===== config.mk =====
export PLATFORM = sky130hd
export DESIGN_NAME = coap_message_parser_core
export DESIGN_NICKNAME = d
export VERILOG_FILES = /design/src/cmp_pkg.sv /design/src/coap_message_parser_core.sv
export SDC_FILE = /design/constraint.sdc
export NUM_CORES = 1
export LEC_CHECK = 0
export ABC_AREA = 1
export BUFFER_PORTS_ARGS = -buffer_cell sky130_fd_sc_hd__buf_2
export CORE_MARGIN = 2
export CORE_UTILIZATION = 50
export CTS_CLUSTER_DIAMETER = 40
export DETAILED_ROUTE_END_ITERATION = 6
export PLACE_DENSITY = 0.71
export SETUP_SLACK_MARGIN = 0.5
export SLEW_MARGIN = 15
export SYNTH_ARGS = -nofsm -noshare
export SYNTH_HDL_FRONTEND = slang
export SYNTH_SLANG_ARGS = --single-unit
export TNS_END_PERCENT = 50

===== constraint.sdc =====
create_clock -name clock -period 4.6 [get_ports clock]
set_clock_uncertainty 0.2 [all_clocks]
set_input_delay 1.15 -clock clock [delete_from_list [all_inputs] [get_ports clock]]
set_output_delay 1.15 -clock clock [all_outputs]
set_load 0.01 [all_outputs]

===== src/cmp_pkg.sv =====
`timescale 1ns / 1ps
// ----------------------------------------------------------------------------
// cmp_pkg
// Shared types and codes for the CoAP message parser: parse phases, byte
// section codes, status codes, option nibble constants and the result record.
// ----------------------------------------------------------------------------
package cmp_pkg;

   // parse phase of the current message
   typedef enum logic [2:0] {
      PH_HDR   = 3'd0,
      PH_TOK   = 3'd1,
      PH_OHEAD = 3'd2,
      PH_DEXT  = 3'd3,
      PH_LEXT  = 3'd4,
      PH_VAL   = 3'd5,
      PH_PAY   = 3'd6,
      PH_IGN   = 3'd7
   } phase_type;

   // byte classification
   localparam logic [2:0] SEC_HEADER  = 3'd0;
   localparam logic [2:0] SEC_TOKEN   = 3'd1;
   localparam logic [2:0] SEC_OPTHEAD = 3'd2;
   localparam logic [2:0] SEC_OPTVAL  = 3'd3;
   localparam logic [2:0] SEC_MARKER  = 3'd4;
   localparam logic [2:0] SEC_PAYLOAD = 3'd5;
   localparam logic [2:0] SEC_IGNORED = 3'd6;

   // message status, reported on the last byte
   localparam logic [2:0] ST_OK        = 3'd0;
   localparam logic [2:0] ST_HDR_SHORT = 3'd1;
   localparam logic [2:0] ST_VERSION   = 3'd2;
   localparam logic [2:0] ST_TOKEN     = 3'd3;
   localparam logic [2:0] ST_OPT_SHORT = 3'd4;
   localparam logic [2:0] ST_DELTA15   = 3'd5;
   localparam logic [2:0] ST_LEN15     = 3'd6;
   localparam logic [2:0] ST_OVERRUN   = 3'd7;

   // protocol constants
   localparam logic [1:0]  COAP_VERSION   = 2'd1;
   localparam logic [3:0]  TOKEN_MAX      = 4'd8;
   localparam logic [7:0]  PAYLOAD_MARKER = 8'hFF;
   localparam logic [3:0]  NIB_EXT8       = 4'd13;
   localparam logic [3:0]  NIB_EXT16      = 4'd14;
   localparam logic [3:0]  NIB_RESERVED   = 4'd15;
   localparam logic [15:0] EXT8_BIAS      = 16'd13;
   localparam logic [15:0] EXT16_BIAS     = 16'd269;
   localparam logic [7:0]  OPTION_LIMIT_RESET = 8'd16;

   // one result transaction
   typedef struct packed {
      logic [2:0]  section;
      logic [7:0]  byte_out;
      logic [15:0] option_number;
      logic [15:0] option_length;
      logic        option_ready;
      logic [7:0]  option_count;
      logic [1:0]  msg_type;
      logic [3:0]  token_length;
      logic [7:0]  code_field;
      logic [15:0] message_id;
      logic [2:0]  status;
      logic        done_res;
   } rsp_type;

endpackage


===== src/coap_message_parser_core.sv =====
`timescale 1ns / 1ps
// ----------------------------------------------------------------------------
// coap_message_parser_core
// Streaming CoAP message parser: classifies each message byte and reports
// header fields, option number and length, and a status on the last byte.
// ----------------------------------------------------------------------------
// Usage
//   req_*  : one message byte per transaction (req_data_byte, req_last_byte),
//            taken at a clock edge with req_valid high and req_stall low.
//   rsp_*  : one result per byte, taken with rsp_valid high and rsp_stall low.
//   csr_*  : write of option_limit; csr_ready is always high. Write only while
//            no byte is in flight.
//   An accepted byte lands in an input register; one pass of parse logic
//   then updates the message state and loads the result register, which
//   drives rsp_valid. Throughput is one byte per cycle while rsp_stall is
//   low, set by that single parse pass per byte.
//   When the receiver stalls, the result register holds and the input
//   register still takes one more byte; req_stall rises only when both are
//   full and rsp_stall is high.
//   Synchronous reset empties both registers, clears the message state and
//   sets option_limit to 16. After the last byte of each message the state
//   returns to its reset values, except option_limit.
// ----------------------------------------------------------------------------
module coap_message_parser_core (
   input  logic        clock,
   input  logic        reset,
   input  logic        req_valid,
   output logic        req_stall,
   input  logic [7:0]  req_data_byte,
   input  logic        req_last_byte,
   output logic        rsp_valid,
   input  logic        rsp_stall,
   output logic [2:0]  rsp_section,
   output logic [7:0]  rsp_byte_out,
   output logic [15:0] rsp_option_number,
   output logic [15:0] rsp_option_length,
   output logic        rsp_option_ready,
   output logic [7:0]  rsp_option_count,
   output logic [1:0]  rsp_msg_type,
   output logic [3:0]  rsp_token_length,
   output logic [7:0]  rsp_code_field,
   output logic [15:0] rsp_message_id,
   output logic [2:0]  rsp_status,
   output logic        rsp_done_res,
   input  logic        csr_valid,
   output logic        csr_ready,
   input  logic [7:0]  csr_data
);

   // pipeline registers
   logic              in_valid_ff;
   logic [7:0]        in_byte_ff;
   logic              in_last_ff;
   logic              rsp_valid_ff;
   cmp_pkg::rsp_type  rsp_ff;
   cmp_pkg::rsp_type  rsp_in;

   // configuration
   logic [7:0]        option_limit_ff;

   // message state
   cmp_pkg::phase_type phase_ff, phase_in;
   logic [3:0]        position_ff, position_in;
   logic [31:0]       header_ff, header_in;
   logic [15:0]       run_delta_ff, run_delta_in;
   logic [15:0]       pend_delta_ff, pend_delta_in;
   logic [15:0]       pend_len_ff, pend_len_in;
   logic [7:0]        ext_hold_ff, ext_hold_in;
   logic [15:0]       value_left_ff, value_left_in;
   logic [7:0]        opt_seen_ff, opt_seen_in;
   logic [2:0]        err_ff, err_in;

   // handshake
   logic advance;
   logic req_accept;
   logic step;

   assign advance    = !rsp_valid_ff || !rsp_stall;
   assign req_stall  = in_valid_ff && !advance;
   assign req_accept = req_valid && !req_stall;
   assign step       = in_valid_ff && advance;
   assign csr_ready  = 1'b1;

   // parse one byte
   always_comb begin
      logic [3:0]  tkl;
      logic [3:0]  d_nib;
      logic [3:0]  l_nib;
      logic [3:0]  len_nib;
      logic        do_len;
      logic        do_finish;
      logic        ready;
      logic        hdr_short;
      logic [2:0]  section;
      logic [2:0]  status;

      phase_in      = phase_ff;
      position_in   = position_ff;
      header_in     = header_ff;
      run_delta_in  = run_delta_ff;
      pend_delta_in = pend_delta_ff;
      pend_len_in   = pend_len_ff;
      ext_hold_in   = ext_hold_ff;
      value_left_in = value_left_ff;
      opt_seen_in   = opt_seen_ff;
      err_in        = err_ff;
      tkl           = header_ff[27:24];
      d_nib         = in_byte_ff[7:4];
      l_nib         = in_byte_ff[3:0];
      len_nib       = 4'd0;
      do_len        = 1'b0;
      do_finish     = 1'b0;
      ready         = 1'b0;
      hdr_short     = 1'b0;
      section       = cmp_pkg::SEC_IGNORED;
      status        = cmp_pkg::ST_OK;

      unique case (phase_ff)
         cmp_pkg::PH_HDR: begin
            section = cmp_pkg::SEC_HEADER;
            unique case (position_ff[1:0])
               2'd0: header_in[31:24] = header_ff[31:24] | in_byte_ff;
               2'd1: header_in[23:16] = header_ff[23:16] | in_byte_ff;
               2'd2: header_in[15:8]  = header_ff[15:8]  | in_byte_ff;
               default: header_in[7:0] = header_ff[7:0] | in_byte_ff;
            endcase
            if (position_ff == 4'd0 && in_byte_ff[7:6] != cmp_pkg::COAP_VERSION) begin
               err_in = cmp_pkg::ST_VERSION;
            end
            if (position_ff < 4'd3) begin
               position_in = position_ff + 4'd1;
               hdr_short   = 1'b1;
            end else begin
               position_in = 4'd0;
               if (err_in != cmp_pkg::ST_OK) begin
                  phase_in = cmp_pkg::PH_IGN;
               end else if (tkl > cmp_pkg::TOKEN_MAX) begin
                  err_in   = cmp_pkg::ST_TOKEN;
                  phase_in = cmp_pkg::PH_IGN;
               end else if (tkl == 4'd0) begin
                  phase_in = cmp_pkg::PH_OHEAD;
               end else begin
                  phase_in = cmp_pkg::PH_TOK;
               end
            end
         end
         cmp_pkg::PH_TOK: begin
            section     = cmp_pkg::SEC_TOKEN;
            position_in = position_ff + 4'd1;
            if (position_in >= tkl) begin
               position_in = 4'd0;
               phase_in    = cmp_pkg::PH_OHEAD;
            end
         end
         cmp_pkg::PH_OHEAD: begin
            if (in_byte_ff == cmp_pkg::PAYLOAD_MARKER) begin
               section  = cmp_pkg::SEC_MARKER;
               phase_in = cmp_pkg::PH_PAY;
            end else if (opt_seen_ff >= option_limit_ff) begin
               section  = cmp_pkg::SEC_IGNORED;
               phase_in = cmp_pkg::PH_IGN;
            end else begin
               section = cmp_pkg::SEC_OPTHEAD;
               if (d_nib == cmp_pkg::NIB_RESERVED) begin
                  if (err_in == cmp_pkg::ST_OK) err_in = cmp_pkg::ST_DELTA15;
                  phase_in = cmp_pkg::PH_IGN;
               end else if (d_nib == cmp_pkg::NIB_EXT8 || d_nib == cmp_pkg::NIB_EXT16) begin
                  pend_delta_in = {12'd0, d_nib};
                  pend_len_in   = {12'd0, l_nib};
                  position_in   = 4'd0;
                  phase_in      = cmp_pkg::PH_DEXT;
               end else begin
                  pend_delta_in = {12'd0, d_nib};
                  len_nib       = l_nib;
                  do_len        = 1'b1;
               end
            end
         end
         cmp_pkg::PH_DEXT: begin
            section = cmp_pkg::SEC_OPTHEAD;
            if (pend_delta_ff == {12'd0, cmp_pkg::NIB_EXT8}) begin
               pend_delta_in = {8'd0, in_byte_ff} + cmp_pkg::EXT8_BIAS;
               len_nib       = pend_len_ff[3:0];
               do_len        = 1'b1;
            end else if (position_ff == 4'd0) begin
               ext_hold_in = in_byte_ff;
               position_in = 4'd1;
            end else begin
               pend_delta_in = {ext_hold_ff, in_byte_ff} + cmp_pkg::EXT16_BIAS;
               len_nib       = pend_len_ff[3:0];
               do_len        = 1'b1;
            end
         end
         cmp_pkg::PH_LEXT: begin
            section = cmp_pkg::SEC_OPTHEAD;
            if (pend_len_ff == {12'd0, cmp_pkg::NIB_EXT8}) begin
               pend_len_in = {8'd0, in_byte_ff} + cmp_pkg::EXT8_BIAS;
               do_finish   = 1'b1;
            end else if (position_ff == 4'd0) begin
               ext_hold_in = in_byte_ff;
               position_in = 4'd1;
            end else begin
               pend_len_in = {ext_hold_ff, in_byte_ff} + cmp_pkg::EXT16_BIAS;
               do_finish   = 1'b1;
            end
         end
         cmp_pkg::PH_VAL: begin
            section       = cmp_pkg::SEC_OPTVAL;
            value_left_in = value_left_ff - 16'd1;
            if (value_left_in == 16'd0) phase_in = cmp_pkg::PH_OHEAD;
         end
         cmp_pkg::PH_PAY: begin
            section = cmp_pkg::SEC_PAYLOAD;
         end
         default: begin
            section = cmp_pkg::SEC_IGNORED;
         end
      endcase

      // take the length nibble of an option head
      if (do_len) begin
         if (len_nib == cmp_pkg::NIB_RESERVED) begin
            if (err_in == cmp_pkg::ST_OK) err_in = cmp_pkg::ST_LEN15;
            phase_in = cmp_pkg::PH_IGN;
         end else if (len_nib == cmp_pkg::NIB_EXT8 || len_nib == cmp_pkg::NIB_EXT16) begin
            pend_len_in = {12'd0, len_nib};
            position_in = 4'd0;
            phase_in    = cmp_pkg::PH_LEXT;
         end else begin
            pend_len_in = {12'd0, len_nib};
            do_finish   = 1'b1;
         end
      end

      // complete the option head
      if (do_finish) begin
         ready        = 1'b1;
         run_delta_in = run_delta_ff + pend_delta_in;
         opt_seen_in  = opt_seen_ff + 8'd1;
         if (pend_len_in == 16'd0) begin
            phase_in = cmp_pkg::PH_OHEAD;
         end else begin
            value_left_in = pend_len_in;
            phase_in      = cmp_pkg::PH_VAL;
         end
      end

      // status on the last byte, first match wins
      if (in_last_ff) begin
         priority if (hdr_short) begin
            status = cmp_pkg::ST_HDR_SHORT;
         end else if (err_in != cmp_pkg::ST_OK) begin
            status = err_in;
         end else if (phase_in == cmp_pkg::PH_TOK) begin
            status = cmp_pkg::ST_TOKEN;
         end else if (phase_in == cmp_pkg::PH_DEXT || phase_in == cmp_pkg::PH_LEXT) begin
            status = cmp_pkg::ST_OPT_SHORT;
         end else if (phase_in == cmp_pkg::PH_VAL && value_left_in != 16'd0) begin
            status = cmp_pkg::ST_OVERRUN;
         end else begin
            status = cmp_pkg::ST_OK;
         end
      end

      rsp_in.section       = section;
      rsp_in.byte_out      = in_byte_ff;
      rsp_in.option_number = run_delta_in;
      rsp_in.option_length = pend_len_in;
      rsp_in.option_ready  = ready;
      rsp_in.option_count  = opt_seen_in;
      rsp_in.msg_type      = header_in[29:28];
      rsp_in.token_length  = header_in[27:24];
      rsp_in.code_field    = header_in[23:16];
      rsp_in.message_id    = header_in[15:0];
      rsp_in.status        = status;
      rsp_in.done_res      = in_last_ff;
   end

   // input register: take a transaction whenever not stalled
   always_ff @(posedge clock) begin
      if (reset) begin
         in_valid_ff <= 1'b0;
      end else if (req_accept) begin
         in_valid_ff <= 1'b1;
      end else if (advance) begin
         in_valid_ff <= 1'b0;
      end
   end

   always_ff @(posedge clock) begin
      if (req_accept) begin
         in_byte_ff <= req_data_byte;
         in_last_ff <= req_last_byte;
      end
   end

   // result register: load when empty or being taken
   always_ff @(posedge clock) begin
      if (reset) begin
         rsp_valid_ff <= 1'b0;
      end else if (advance) begin
         rsp_valid_ff <= in_valid_ff;
      end
   end

   always_ff @(posedge clock) begin
      if (step) rsp_ff <= rsp_in;
   end

   // option limit register
   always_ff @(posedge clock) begin
      if (reset) begin
         option_limit_ff <= cmp_pkg::OPTION_LIMIT_RESET;
      end else if (csr_valid && csr_ready) begin
         option_limit_ff <= csr_data;
      end
   end

   // message state: advance per byte, clear after the last byte
   always_ff @(posedge clock) begin
      if (reset || (step && in_last_ff)) begin
         phase_ff      <= cmp_pkg::PH_HDR;
         position_ff   <= 4'd0;
         header_ff     <= 32'd0;
         run_delta_ff  <= 16'd0;
         pend_delta_ff <= 16'd0;
         pend_len_ff   <= 16'd0;
         ext_hold_ff   <= 8'd0;
         value_left_ff <= 16'd0;
         opt_seen_ff   <= 8'd0;
         err_ff        <= cmp_pkg::ST_OK;
      end else if (step) begin
         phase_ff      <= phase_in;
         position_ff   <= position_in;
         header_ff     <= header_in;
         run_delta_ff  <= run_delta_in;
         pend_delta_ff <= pend_delta_in;
         pend_len_ff   <= pend_len_in;
         ext_hold_ff   <= ext_hold_in;
         value_left_ff <= value_left_in;
         opt_seen_ff   <= opt_seen_in;
         err_ff        <= err_in;
      end
   end

   // drive result ports
   assign rsp_valid         = rsp_valid_ff;
   assign rsp_section       = rsp_ff.section;
   assign rsp_byte_out      = rsp_ff.byte_out;
   assign rsp_option_number = rsp_ff.option_number;
   assign rsp_option_length = rsp_ff.option_length;
   assign rsp_option_ready  = rsp_ff.option_ready;
   assign rsp_option_count  = rsp_ff.option_count;
   assign rsp_msg_type      = rsp_ff.msg_type;
   assign rsp_token_length  = rsp_ff.token_length;
   assign rsp_code_field    = rsp_ff.code_field;
   assign rsp_message_id    = rsp_ff.message_id;
   assign rsp_status        = rsp_ff.status;
   assign rsp_done_res      = rsp_ff.done_res;

   // checks
   a_stall_only_when_full: assert property (@(posedge clock) disable iff (reset)
      req_stall |-> (rsp_valid_ff && rsp_stall && in_valid_ff))
      else $error("input stalled while a register is free");

   a_status_on_last_only: assert property (@(posedge clock) disable iff (reset)
      (rsp_valid_ff && !rsp_ff.done_res) |-> (rsp_ff.status == cmp_pkg::ST_OK))
      else $error("status reported before the last byte");

   a_ready_is_head: assert property (@(posedge clock) disable iff (reset)
      (rsp_valid_ff && rsp_ff.option_ready) |-> (rsp_ff.section == cmp_pkg::SEC_OPTHEAD))
      else $error("option ready outside an option head byte");

   a_clear_after_last: assert property (@(posedge clock) disable iff (reset)
      (step && in_last_ff) |=> (phase_ff == cmp_pkg::PH_HDR && position_ff == 4'd0
                                && err_ff == cmp_pkg::ST_OK && opt_seen_ff == 8'd0))
      else $error("message state not cleared after the last byte");

endmodule

; Word-level counts from Yosys, hierarchy flattened
; Index checks and enable logic that the tools add are counted.
[word_totals]
register_bits = 227
latchBits = 0
mem_bits_rw = 0
romBits = 0
input_bits = 22
mem_count = 0
[op_classes]
n_addsub = 6
mul = 0
n_div = 0
magnitude_cmp = 4
eq_ne = 24
n_shift = 0
mux = 103
bitwise = 5
n_reduce_logical = 33
[ops]
columns = cell, count
row1 = two-way mux 16 bit, 17
row2 = two-way mux 3 bit, 32
row3 = two-way mux 4 bit, 18
row4 = one-hot mux 16 bit (2 select lines), 2
row5 = two-way mux 8 bit, 7
row6 = equality test 16 x 4 -> 1 bit (second input constant), 2
row7 = logical NOT 16 bit, 2
row8 = bitwise OR 8 bit, 4
row9 = two-way mux 30 bit, 1
row10 = equality test 4 bit (second input constant), 6
row11 = one-hot mux 4 bit (5 select lines), 1
row12 = one-hot mux 3 bit (6 select lines), 1
row13 = two-way mux 1 bit, 17
row14 = adder 16 bit, 1
row15 = adder 16 x 9 -> 16 bit (second input constant), 1
row16 = one-hot mux 8 bit (2 select lines), 1
row17 = nonzero test 16 bit, 1
row18 = subtractor 16 x 1 -> 16 bit (second input constant), 1
row19 = equality test 3 bit (second input constant), 5
row20 = one-hot mux 3 bit (4 select lines), 1
row21 = adder 8 x 4 -> 9 bit (second input constant), 1
row22 = equality test 3 x 2 -> 1 bit (second input constant), 3
row23 = logical NOT 3 bit, 3
row24 = adder 8 x 1 -> 8 bit (second input constant), 1
row25 = 28 further kinds, 46

; Depth between registers and ports, before layout
[depth]
word_depth = 20
depth_mapped = 35
ltp_nobuf = 34

; Least setup slack after synthesis
; OpenSTA, ideal clock, no wires.
[synth_path]
kind = input to register
startpoint = input rsp_stall
endpoint = register rsp_ff, in the netlist rsp_byte_out[0] (enable)
arrival_ns = 4.297
setup_slack_ns = -0.381
cell_stages = 5
cell_sequence = nand2_1 > inv_1 > nor2_1 > clkbuf_1 > clkbuf_1
[synth_via]
elab_chain_cells = 3
[synth_rtl]
columns = element, line_no
row1 = from (decl), coap_message_parser_core.sv:32  ; input logic rsp_stall,
row2 = logical NOT 1 bit, coap_message_parser_core.sv:78  ; assign advance = !rsp_valid_ff || !rsp_stall;
row3 = logical OR 1 bit, coap_message_parser_core.sv:78
row4 = logical AND 1 bit, coap_message_parser_core.sv:81  ; assign step = in_valid_ff && advance;
row5 = named net step, coap_message_parser_core.sv:76  ; logic step;
row6 = to (signal assigned), coap_message_parser_core.sv:307  ; if (step) rsp_ff <= rsp_in;
row7 = to (decl), coap_message_parser_core.sv:55  ; cmp_pkg::rsp_type rsp_ff;
; The timed path passes the listed nets, and every way through them passes these cells.
; A chain may end at the register's enable or synchronous reset.

==> flow_metrics.tcl <==
set metrics [dict create \
    p_leak_uw 0.007201 \
    hold_violations 0 \
    grt_max_degree 161 \
    crit_type "flop to flop" \
    pwr-share-seq_pct 37.6 \
    switching_share_pct 29.55 \
    clk_pin_slew_worst_paths_ps 50 \
    critPathArrivalTime_ps 4400 \
    cp_max_fo 5 \
    antenna_left 0 \
    syn-mean-instance-area_um2 7.686 \
    fin_tns_setup_ps 0 \
    cts-root-buf "clkbuf_16" \
    drt_pass1_iterations 7 \
    drive_above_1_share_pct 20.50 \
    dp_hpwl_um 23050 \
    drt-wirelength-per-cell_um 16.15 \
    ys_seq_area_share_pct 43.76 \
    period_share_pct 91.26 \
    cts.sinks 225 \
    die_w_um 161.9 \
    r2r_cells 30 \
    cp-end-kind "flop" \
    nets 1832 \
    fin_cells 2124 \
    powerDensity_nw_per_um2 397.0 \
    ys_async_sr_fraction_pct 0 \
    final-seq-area_um2 5473 \
    antenna_found_initial 0 \
    switchingPower_uw 1786 \
    post-place-cells 2030 \
    initial_core_util_pct 51.11 \
    cts_made_buffers 37 \
    slew_headroom_pct 23.52 \
    dieArea_um2 26210 \
    violations "design-rule violations" \
    worst_pin_slew_ps 1147 \
    grt_first_pass_wirelength_um 54230 \
    synth_flop_cell "dfxtp_1" \
    clk_path_buf_depth 3 \
    grt_util_all_layers_pct 25.49 \
    combPwrFrac_pct 17.7 \
    routed_wl_um 34290 \
    fmax_ghz 0.2382 \
    core_um2 24390 \
    maxCapViolCount 0 \
    htree_levels 2 \
    diodes 0 \
    synthCells 1622 \
    cp_common_cell "nand2_1" \
    cts_tree "done" \
    min_path_type "flop to flop" \
    r2r_slack_ps 400 \
    overflow 0 \
    fillers 2160 \
    dr_total_vias 11510 \
    syn_area_um2 12470 \
    cpMaxStageDelayCell "ha_1" \
    finalPower_uw 6043 \
    area_delta_synth_final_pct 22.08 \
    gp_congestion 0.9531 \
    start_kind "flop" \
    p_clk_share_pct 44.7 \
    setup_viol 0 \
    grt_pass1_vias 10880 \
    worst_path_largest_cell_delay_ps 340 \
    synth-edff-count 95 \
    viasPerCell 5.420 \
    syn_nets 1681 \
    synth_cell_types 55 \
    ys_ff_latch 225 \
    ys_warn_count 0 \
    cts_hold_buf 0 \
    drtIter0Drc 1097 \
    rsz0062_at_grt "true" \
    layout_commonest_cell "nand2_1" \
    final_util_pct 62.40 \
    rows 57 \
    fin_crit_ps 4198 \
    slew_viol_final 0 \
    multiInputGateArea_um2 6003 \
    route.detailed.drc 5 \
    required_ps 4810 \
    final_cell_mix "nand2_1 (267), inv_1 (259), o21ai_0 (152)" \
    outcome "complete, but fails checks" \
    portBuffers 109 \
    hold_depth 2 \
    clock_latency_ps 510 \
    ioPinCount 111 \
    internal_power_uw 4257 \
    ir_worst_vdd_uv 304.1 \
    die_height_um 161.9 \
]
## state kept, by name, summed over array words and instances, names as in the netlist, 16 cells and up
name               flops
rsp_option_number     16
pend_len_ff           16
rsp_option_length     16
rsp_message_id        16
header_ff             30
pend_delta_ff         16
run_delta_ff          16
value_left_ff         16
## synth_stat cells, drive strengths merged, types with 30 or more instances
cell,instances,area [um^2]
a21oi,120,611.8
clkbuf,38,142.6
dfxtp,130,2603
edfxtp,95,2853
ha,36,450.4
inv,280,1051
nand2,299,1211
nand3,96,498.0
nor2,146,636.9
o211ai,48,360.4
o21ai,174,885.8
o21bai,30,225.2
## routing by layer
layer	vias to the layer above	share of wire, %	routed length [um]	GRT usage, %
met1	5323	44	15170	34.99
met4	0	3.0	1031	8.126
li1	5692	-	-	-
met3	69	6.6	2253	3.677
met5	-	0	0	0
met2	429	46	15840	41.74
## power by group through the flow
stage               clock [uW]  sequential (uW)  combinational (uW)
detailed placement           0             2300                 966
floorplan                    0             2320                 665
CTS                       2740             2270                1000
global placement             0             2300                 954
global route              2830             2280                1190
finish                    2700             2270                1070
## cell type report
cell class	instances	area share (%)
multi-input cells	1058	39.44
inverters	280	6.955
repair buffers	171	6.938
clock inverters	23	1.463
clock buffers	43	6.577
flip-flops and latches	225	35.96
well taps	324	2.664
## path summary, 6_finish.rpt
kind	from	endpoint
max reg2reg	opt_seen_ff[0]$_SDFFE_PP0P_	run_delta_ff[12]$_SDFFE_PP0P_
min	option_limit_ff[6]$_SDFFE_PP0P_	option_limit_ff[6]$_SDFFE_PP0P_
max	opt_seen_ff[0]$_SDFFE_PP0P_	run_delta_ff[12]$_SDFFE_PP0P_
min reg2reg	option_limit_ff[6]$_SDFFE_PP0P_	option_limit_ff[6]$_SDFFE_PP0P_
## critical path, delay by kind of cell, from the launching register on
kind / cells / cell delay, ps
AOI/OAI and AO/OA: 12 / 1690
adders and majority gates: 2 / 590
buffers and inverters: 3 / 220
DFF: 1 / 330
and+or+nand+nor: 13 / 1060
## stage by stage
stage	hold WS [ps]	instance area, um^2	setup slack [ps]
CTS	267.0	14870	485.6
finish	273.1	15220	401.9
floorplan	227.7	12470	101.9
detailed placement	258.2	13440	-172.5
global route	299.8	15220	164.1
global placement	248.6	13440	25.80
## cell families after synthesis
family	count (synthesis)	share of synthesized area [%]
buffers and inverters	339	10.64
adders and majority gates	37	3.774
and+or+nand+nor	588	21.17
AOI/OAI and AO/OA	401	18.46
xor gates and xnor gates	31	2.178
other	1	0.03008
DFF	225	43.76
## what timing repair did
action	4_1_cts	5_1_grt
buffers inserted	14	14
endpoints found under the setup margin	17	18
gates cloned	0	0
gates resized for setup	37	62
pin swaps	12	47
Power figures use the tool's default switching activity.
